<file path="config.mk">
export PLATFORM = sky130hd
export DESIGN_NAME = keyboard_state_to_char_and_key_events_unit
export DESIGN_NICKNAME = d
export VERILOG_FILES = /design/src/sv/kbe_pkg.sv /design/src/sv/keyboard_state_to_char_and_key_events_unit.sv /design/src/sv/kbe_char_pick.sv /design/src/sv/kbe_edge_enc.sv
export SDC_FILE = /design/constraint.sdc
export NUM_CORES = 1
export LEC_CHECK = 0
export BUFFER_PORTS_ARGS = -buffer_cell sky130_fd_sc_hd__buf_4
export CELL_PAD_IN_SITES_DETAIL_PLACEMENT = 1
export CELL_PAD_IN_SITES_GLOBAL_PLACEMENT = 1
export CORE_AREA = 2 2 181 183
export DETAILED_ROUTE_END_ITERATION = 10
export DIE_AREA = 0 0 183 185
export PLACE_DENSITY_LB_ADDON = 0.1
export SLEW_MARGIN = 20
export SYNTH_ARGS = -nofsm -noshare
export SYNTH_HDL_FRONTEND = slang
export SYNTH_SLANG_ARGS = --single-unit
</file>
<file path="constraint.sdc">
create_clock -name clk -period 7.41 [get_ports clk]
set_clock_uncertainty 0.15 [all_clocks]
set_input_delay 1.482 -clock clk [delete_from_list [all_inputs] [get_ports clk]]
set_output_delay 1.482 -clock clk [all_outputs]
set_load 0.03 [all_outputs]
</file>
<file path="src/sv/kbe_pkg.sv">
`timescale 1ns / 1ps
// ----------------------------------------------------------------------------
// Keyboard encoder package
// Shared widths, key set type and the constant tables used by the character
// picker and the edge encoders.
// ----------------------------------------------------------------------------
package kbe_pkg;

	localparam int TIME_BITS     = 32;
	localparam int GAP_BITS      = 16;
	localparam int IN_DATA_BITS  = 96;
	localparam int OUT_DATA_BITS = 24;

	localparam logic [GAP_BITS-1:0] GAP_RESET = 16'd100;

	// Key codes of the event encoders.
	localparam logic [5:0] CODE_DIGIT_BASE = 6'd0;
	localparam logic [5:0] CODE_EDIT_BASE  = 6'd10;
	localparam logic [5:0] CODE_FUNC_BASE  = 6'd14;
	localparam logic [5:0] CODE_ALPHA_BASE = 6'd29;
	localparam logic [5:0] CODE_PAUSE      = 6'd55;

	localparam logic [6:0] ASCII_SPACE = 7'd32;
	localparam logic [6:0] ASCII_MINUS = 7'd45;
	localparam logic [6:0] ASCII_ZERO  = 7'd48;
	localparam logic [6:0] ASCII_UPPER = 7'd65;
	localparam logic [6:0] ASCII_LOWER = 7'd97;

	typedef struct packed {
		logic [9:0]  digits;
		logic [25:0] letters;
		logic [14:0] funcs;
		logic [4:0]  edits;
		logic        caps;
	} keyset_t;

	typedef logic [4:0] letter_idx_t;

	// Letters in typing priority order (QWERTY rows), index 0 is A.
	localparam letter_idx_t TYPE_ORDER [26] = '{
		5'd16, 5'd22, 5'd4,  5'd17, 5'd19, 5'd24, 5'd20, 5'd8,  5'd14,
		5'd15, 5'd0,  5'd18, 5'd3,  5'd5,  5'd6,  5'd7,  5'd9,  5'd10,
		5'd11, 5'd25, 5'd23, 5'd2,  5'd21, 5'd1,  5'd13, 5'd12
	};

	// Letters in event scan order: A..P, R..V, Y, Z, Q, X, W.
	localparam letter_idx_t EVENT_ORDER [26] = '{
		5'd0,  5'd1,  5'd2,  5'd3,  5'd4,  5'd5,  5'd6,  5'd7,  5'd8,
		5'd9,  5'd10, 5'd11, 5'd12, 5'd13, 5'd14, 5'd15, 5'd17, 5'd18,
		5'd19, 5'd20, 5'd21, 5'd24, 5'd25, 5'd16, 5'd23, 5'd22
	};

	// Shifted digits on the Turkish layout: = ! ' ^ + % & / ( )
	localparam logic [6:0] SHIFTED_DIGIT [10] = '{
		7'd61, 7'd33, 7'd39, 7'd94, 7'd43, 7'd37, 7'd38, 7'd47, 7'd40, 7'd41
	};

endpackage

</file>
<file path="src/sv/keyboard_state_to_char_and_key_events_unit.sv">
`timescale 1ns / 1ps
// Path: each accepted transaction goes through the input register, then the result register.
// Throughput: one transaction per cycle while m_tready is high; the snapshot state is
// updated in the same cycle as the result register is loaded, so items follow back to back.
// A held result stalls the input only once the input register is also full.
// Reset: arst_n clears the stage valids, caps lock, the previous snapshot and
// the last typed time, and loads the repeat gap with 100 ticks.
// ----------------------------------------------------------------------------
// Keyboard state to character and key events
// Input register, short character/edge logic and a result register, with the
// previous snapshot, caps lock flag and repeat timer held between items.
// ----------------------------------------------------------------------------
module keyboard_state_to_char_and_key_events_unit (
	input  logic                              clk,
	input  logic                              arst_n,
	input  logic                              cfg_we,
	input  logic [15:0]                       cfg_wdata,
	input  logic                              s_tvalid,
	output logic                              s_tready,
	// digit_keys[9:0], letter_keys[35:10], function_keys[50:36], edit_keys[55:51],
	// space_key[56], minus_key[57], left_shift[58], right_shift[59], caps_key[60],
	// time_now[92:61], zero fill[95:93]
	input  logic [kbe_pkg::IN_DATA_BITS-1:0]  s_tdata,
	output logic                              m_tvalid,
	input  logic                              m_tready,
	// char_valid[0], typed_char[7:1], press_valid[8], press_code[14:9],
	// release_valid[15], release_code[21:16], zero fill[23:22]
	output logic [kbe_pkg::OUT_DATA_BITS-1:0] m_tdata
);

	logic                            valid_s1;
	kbe_pkg::keyset_t                keys_s1;
	logic                            space_s1;
	logic                            minus_s1;
	logic                            shift_s1;
	logic [kbe_pkg::TIME_BITS-1:0]   time_s1;

	logic [kbe_pkg::GAP_BITS-1:0]    gap_q;
	kbe_pkg::keyset_t                prev_keys_q;
	logic                            caps_active_q;
	logic [kbe_pkg::TIME_BITS-1:0]   last_time_q;

	logic                            valid_s2;
	logic [kbe_pkg::OUT_DATA_BITS-1:0] data_s2;

	logic                            advance;
	logic                            caps_next;
	logic                            upper;
	logic                            char_found;
	logic [6:0]                      char_code;
	logic [kbe_pkg::TIME_BITS-1:0]   elapsed;
	logic                            char_ok;
	logic                            press_hit;
	logic [5:0]                      press_code;
	logic                            release_hit;
	logic [5:0]                      release_code;

	assign advance  = valid_s1 && (!valid_s2 || m_tready);
	assign s_tready = !valid_s1 || advance;

	always_ff @(posedge clk or negedge arst_n) begin
		if (!arst_n) begin
			gap_q <= kbe_pkg::GAP_RESET;
		end else if (cfg_we) begin
			gap_q <= cfg_wdata;
		end
	end

	// Input register.
	always_ff @(posedge clk or negedge arst_n) begin
		if (!arst_n) begin
			valid_s1 <= 1'b0;
		end else if (s_tready) begin
			valid_s1 <= s_tvalid;
		end
	end

	always_ff @(posedge clk) begin
		if (s_tvalid && s_tready) begin
			keys_s1.digits  <= s_tdata[9:0];
			keys_s1.letters <= s_tdata[35:10];
			keys_s1.funcs   <= s_tdata[50:36];
			keys_s1.edits   <= s_tdata[55:51];
			space_s1        <= s_tdata[56];
			minus_s1        <= s_tdata[57];
			shift_s1        <= s_tdata[58] | s_tdata[59];
			keys_s1.caps    <= s_tdata[60];
			time_s1         <= s_tdata[92:61];
		end
	end

	// Caps lock toggles on the rising edge of the caps key before the case is chosen.
	assign caps_next = caps_active_q ^ (keys_s1.caps & ~prev_keys_q.caps);
	assign upper     = caps_next ^ shift_s1;

	kbe_char_pick u_char_pick (
		.digits    (keys_s1.digits),
		.letters   (keys_s1.letters),
		.space_key (space_s1),
		.minus_key (minus_s1),
		.shift     (shift_s1),
		.upper     (upper),
		.found     (char_found),
		.ch        (char_code)
	);

	assign elapsed = time_s1 - last_time_q;
	assign char_ok = char_found && (elapsed > kbe_pkg::TIME_BITS'(gap_q));

	kbe_edge_enc u_press_enc (
		.now_keys (keys_s1),
		.old_keys (prev_keys_q),
		.hit      (press_hit),
		.code     (press_code)
	);

	kbe_edge_enc u_release_enc (
		.now_keys (prev_keys_q),
		.old_keys (keys_s1),
		.hit      (release_hit),
		.code     (release_code)
	);

	always_ff @(posedge clk or negedge arst_n) begin
		if (!arst_n) begin
			prev_keys_q   <= '0;
			caps_active_q <= 1'b0;
			last_time_q   <= '0;
		end else if (advance) begin
			prev_keys_q   <= keys_s1;
			caps_active_q <= caps_next;
			if (char_ok) begin
				last_time_q <= time_s1;
			end
		end
	end

	// Result register.
	always_ff @(posedge clk or negedge arst_n) begin
		if (!arst_n) begin
			valid_s2 <= 1'b0;
		end else if (advance) begin
			valid_s2 <= 1'b1;
		end else if (m_tready) begin
			valid_s2 <= 1'b0;
		end
	end

	always_ff @(posedge clk) begin
		if (advance) begin
			data_s2 <= {2'b00,
			            release_hit ? release_code : 6'd0, release_hit,
			            press_hit ? press_code : 6'd0, press_hit,
			            char_ok ? char_code : 7'd0, char_ok};
		end
	end

	assign m_tvalid = valid_s2;
	assign m_tdata  = data_s2;

	// A key cannot both go down and come up between two snapshots.
	assert property (@(posedge clk) disable iff (!arst_n)
		m_tvalid && m_tdata[8] && m_tdata[15] |-> m_tdata[14:9] != m_tdata[21:16])
		else $error("press and release report the same key");

	// Every transaction that leaves the input register appears as a result.
	assert property (@(posedge clk) disable iff (!arst_n)
		advance |=> m_tvalid)
		else $error("result lost after stage advance");

	// Snapshot state only moves when a transaction is processed.
	assert property (@(posedge clk) disable iff (!arst_n)
		!advance |=> $stable(caps_active_q) && $stable(prev_keys_q))
		else $error("snapshot state changed without a transaction");

	// The repeat timer is only restarted by a delivered character.
	assert property (@(posedge clk) disable iff (!arst_n)
		advance && !char_ok |=> $stable(last_time_q))
		else $error("repeat timer moved without a typed character");

endmodule

</file>
<file path="src/sv/kbe_char_pick.sv">
`timescale 1ns / 1ps
// ----------------------------------------------------------------------------
// Typed character picker
// Priority selection of one ASCII character from the letters, space, minus
// and digit keys of a snapshot.
// ----------------------------------------------------------------------------
module kbe_char_pick (
	input  logic [9:0]  digits,
	input  logic [25:0] letters,
	input  logic        space_key,
	input  logic        minus_key,
	input  logic        shift,
	input  logic        upper,
	output logic        found,
	output logic [6:0]  ch
);

	always_comb begin
		found = 1'b0;
		ch    = '0;
		// Lowest priority is assigned first so that later hits override.
		for (int i = 9; i >= 0; i--) begin
			if (digits[i]) begin
				found = 1'b1;
				ch    = shift ? kbe_pkg::SHIFTED_DIGIT[i] : 7'(kbe_pkg::ASCII_ZERO + 7'(i));
			end
		end
		if (!upper) begin
			if (minus_key) begin
				found = 1'b1;
				ch    = kbe_pkg::ASCII_MINUS;
			end
			if (space_key) begin
				found = 1'b1;
				ch    = kbe_pkg::ASCII_SPACE;
			end
		end
		for (int i = 25; i >= 0; i--) begin
			if (letters[kbe_pkg::TYPE_ORDER[i]]) begin
				found = 1'b1;
				ch    = 7'((upper ? kbe_pkg::ASCII_UPPER : kbe_pkg::ASCII_LOWER)
				         + {2'b00, kbe_pkg::TYPE_ORDER[i]});
			end
		end
	end

endmodule

</file>
<file path="src/sv/kbe_edge_enc.sv">
`timescale 1ns / 1ps
// ----------------------------------------------------------------------------
// Key edge encoder
// Finds the first key in scan order that is down in one snapshot and up in
// the other, and gives its key code.
// ----------------------------------------------------------------------------
module kbe_edge_enc (
	input  kbe_pkg::keyset_t now_keys,
	input  kbe_pkg::keyset_t old_keys,
	output logic             hit,
	output logic [5:0]       code
);

	logic [9:0]  d;
	logic [4:0]  e;
	logic [14:0] f;
	logic [25:0] l;

	assign d = now_keys.digits  & ~old_keys.digits;
	assign e = now_keys.edits   & ~old_keys.edits;
	assign f = now_keys.funcs   & ~old_keys.funcs;
	assign l = now_keys.letters & ~old_keys.letters;

	always_comb begin
		hit  = 1'b0;
		code = '0;
		if (e[4]) begin
			hit  = 1'b1;
			code = kbe_pkg::CODE_PAUSE;
		end
		for (int i = 25; i >= 0; i--) begin
			if (l[kbe_pkg::EVENT_ORDER[i]]) begin
				hit  = 1'b1;
				code = 6'(kbe_pkg::CODE_ALPHA_BASE + {1'b0, kbe_pkg::EVENT_ORDER[i]});
			end
		end
		for (int i = 14; i >= 0; i--) begin
			if (f[i]) begin
				hit  = 1'b1;
				code = 6'(kbe_pkg::CODE_FUNC_BASE + 6'(i));
			end
		end
		for (int i = 3; i >= 0; i--) begin
			if (e[i]) begin
				hit  = 1'b1;
				code = 6'(kbe_pkg::CODE_EDIT_BASE + 6'(i));
			end
		end
		for (int i = 9; i >= 0; i--) begin
			if (d[i]) begin
				hit  = 1'b1;
				code = 6'(kbe_pkg::CODE_DIGIT_BASE + 6'(i));
			end
		end
	end

endmodule
</file>
==> results.tsv <==
metric	value	unit
R2R Path Start	time_s1[0]	
post-synthesis xor/xnor area fraction	0.836	%
Total GRT Usage	21.3	%
Iteration-0 DRC Markers	410	
RR Endpoint	last_time_q[1]	
Synth Flop Type	edfxtp_1	
Worst-path clk slew	0.06	ns
Area Growth Syn to Fin	18.5	%
Post-CTS Hold Fix Bufs	0	
post-synthesis mux area share	4.09	%
vias post-DR	10200	
max-cap violations	0	
Root Buffer	clkbuf_16	
Lkg Pwr	6.37	nW
final hold violation count	0	
DR DRC count	0	
Final Max Slew Viols	0	
DIE AREA	33900	µm²
Worst setup SP type	flip-flop	
ANT cells	0	
CTS tree	yes	
Clk network pwr share	32.3	%
final setup fails	0	
Ports	143	
post-synthesis compound-gate area fraction	16.7	%
synthesized flop and latch total	222	
syn_area_per_cell	9.51	µm²
Max H-tree Level	1	
vias per cell	5.38	
Peak VDD IR	0.188	mV
Worst Setup SP	time_s1[0]	
vias in the first global route	10700	
Initial Util	39.2	%
routed wire length	35600	µm
largest net degree at the start of global routing	69	
Worst Hold Class	flip-flop to flip-flop	
Slew headroom	38.7	%
dpl ws	0.994	ns
Final GP Congestion	0.881	
status	finished, final reports clean	
Placed Instances	1844	
hold path start	keys_s1[0]	
number of synthesized flops with an enable pin	114	
post-synthesis sequential area ratio	48.7	%
period utilization	86.1	%
# Post-CTS Setup Buffers	0	
FFs w/ async S/R, synth	48.6	%
WP data arrival	6.65	ns
crit-path cells	inv_1 -> ha_1 -> inv_1 -> fa_1 -> a211oi_1 -> o21ai_1 -> nor2b_1 -> o21a_1 -> o21ai_0 -> a21boi_0 -> ha_1 -> and4_1 -> nand3_1 -> nor4_1 -> o221ai_1 -> nor4_1 -> o2111ai_1 -> or3_1 -> or4_4 -> a311oi_4 -> nor3_4 -> buf_4 -> mux2_1	
core area	32000	µm²
clk sinks	222	
Post-Synth Adder-Cell Area	4.84	%
Die Ht	185	µm
switch share	32.4	%
crit path kind	flip-flop to flip-flop	
switching power	1.28	mW
sequential power share	39.6	%
actual slew at the worst max-slew pin	0.920	ns
Worst Hold Depth	2	
cell internal pwr	2.67	mW
row cnt	66	
minimum clock period	6.38	ns
Pre-Repair DR Iteration Count	4	
crit end category	flip-flop	
Power Density	265	nW/µm²
Clock Latency Late Sink	0.55	ns
global-route wire length before repair	56900	µm
post-DP HPWL	26900	µm
largest family of logic cells by synthesized area	simple AND/OR/NAND/NOR gates	
IO Port Bufs	137	
layout cells sized above 1	15.9	%
Worst R2R Path Depth	23	
Yosys cell types	77	
fmax	157	MHz
RSZ-0062 raised after global routing	false	
deepest clock path buffer count	3	
initial antenna violation count	0	
Hold Slack	0.335	ns
Gate Count Post-Synth	1322	
total chip power	3.95	mW
Final ANT Viol Nets	0	
CP peak stage delay	0.54	ns
Post-CTS Resized	0	
synthesized cell area	12600	µm²
GRT overflow	0	
WL per Instance	18.8	µm
Combinational Power Share	28.1	%
Slowest-stage cell, CP	or4_4	
Worst Hold Endpoint	prev_keys_q[0]	
number of nets in the layout	1629	
Synth Area in Simple Gates	20.6	%
number of fillers in the final layout	3676	
final setup TNS	0	ns
required time of the critical path	7.68	ns
r2r setup slk	1.03	ns
die width	183	µm
setup ws final	1.03	ns
peak fanout along the critical path	32	
Ys Warns	0	
Non-Filler Instances	1892	
CTS buffer count	26	
==> worst max-delay path: cells and delay by family, from the launching register on <==
kind	cells	cell delay [ns]
AOI/OAI and AO/OA	8	1.73
and+or+nand+nor	8	2.25
adders and majority gates	3	0.89
DFF	1	0.38
muxes	1	0.39
buffers and inverters	3	0.48
==> flip-flops by register name, summed over array words and instances, names as in the netlist, 16 cells and up <==
| register | count |
|---|---|
| keys_s1 | 57 |
| gap_q | 16 |
| m_tdata | 22 |
| prev_keys_q | 57 |
| last_time_q | 32 |
| time_s1 | 32 |
==> cells in the mapped netlist (all sizes together), types with 4 or more instances <==
cell | instances | area, µm²
dfrtp | 105 | 2630
and2 | 4 | 25.0
o221ai | 6 | 52.6
nor3 | 55 | 285
nand2 | 214 | 803
a31oi | 20 | 125
o21a | 6 | 45.0
nor2 | 95 | 357
a21oi | 65 | 329
nand2b | 48 | 300
xor2 | 4 | 35.0
o211ai | 9 | 67.6
nand3b | 6 | 45.0
edfxtp | 114 | 3420
buf | 9 | 63.8
a2111o | 4 | 45.0
a2111oi | 13 | 115
mux2 | 33 | 484
xnor2 | 8 | 70.1
a311oi | 4 | 52.6
o22ai | 5 | 31.3
nor2b | 52 | 325
nor3b | 5 | 37.5
ha | 47 | 588
o21ai | 116 | 581
a211oi | 13 | 110
o31ai | 9 | 67.6
or2 | 6 | 37.5
nand4 | 8 | 50.1
nor4 | 16 | 100
inv | 101 | 379
nand3 | 23 | 115
and4 | 4 | 35.0
clkbuf | 22 | 82.6
a21o | 8 | 60.1
o21bai | 9 | 67.6
==> metal layers <==
metal  GRT usage (%)  vias up  wire [µm]
li1                -     5022          -
met1            26.8     4957      15600
met2            37.9      156      17800
met3            2.97       53        994
met4            6.85        0       1150
met5               0        -          0
==> area by class of cell <==
class	instances	area (µm²)	share of cell area, %
clock inverters	8	65.1	0.437
well taps	408	510	3.43
clock buffers	40	796	5.34
flip-flops and latches	222	6130	41.1
repair buffers	144	1080	7.26
multi-input cells	969	5940	39.8
inverters	101	379	2.54
==> power groups by stage <==
stage | combinational (mW) | clock (mW) | sequential [mW]
2_1_floorplan | 0.768 | 0 | 1.57
3_3_place_gp | 1.08 | 0 | 1.58
3_5_place_dp | 1.11 | 0 | 1.59
4_1_cts | 1.12 | 1.32 | 1.57
5_1_grt | 1.25 | 1.37 | 1.59
6_report | 1.11 | 1.28 | 1.57
==> cells in the final DEF, fill, tap and decap left out, drive strengths merged, types with 13 or more instances in the layout <==
| cell type | count |
|---|---|
| dfrtp | 105 |
| a31oi | 20 |
| buf | 144 |
| nor2 | 95 |
| nand2b | 48 |
| a21oi | 65 |
| a2111oi | 13 |
| nand3 | 23 |
| inv | 101 |
| nor4 | 16 |
| nor3 | 55 |
| nor2b | 52 |
| ha | 47 |
| clkbuf | 40 |
| o21ai | 116 |
| mux2 | 33 |
| a211oi | 13 |
| nand2 | 214 |
| edfxtp | 114 |
==> per-stage QoR <==
stage,utilization (%),area [µm²]
3_5_place_dp,43.8,14000
5_1_grt,46.5,14900
6_report,46.5,14900
3_3_place_gp,43.8,14000
2_1_floorplan,-,12600
4_1_cts,46.5,14900
==> logic make-up (layout without fill, tap and decap cells) <==
family          Yosys count  after routing
xor+xnor                 12             12
compound gates          325            325
mux                      36             36
fa+ha+maj                48             48
other cells               1              2
flops                   222            222
buf+inv                 132            293
simple gates            546            546
==> how the worst max path moves through the flow <==
stage,end,slack (ns),cells after the start
floorplan,last_time_q[10],1.91,22
global placement,last_time_q[0],1.08,23
detailed placement,last_time_q[1],0.99,23
CTS,last_time_q[1],0.97,23
global route,last_time_q[1],0.61,23
finish,last_time_q[1],1.03,23
No activity file was read; power rests on OpenSTA's default activity.
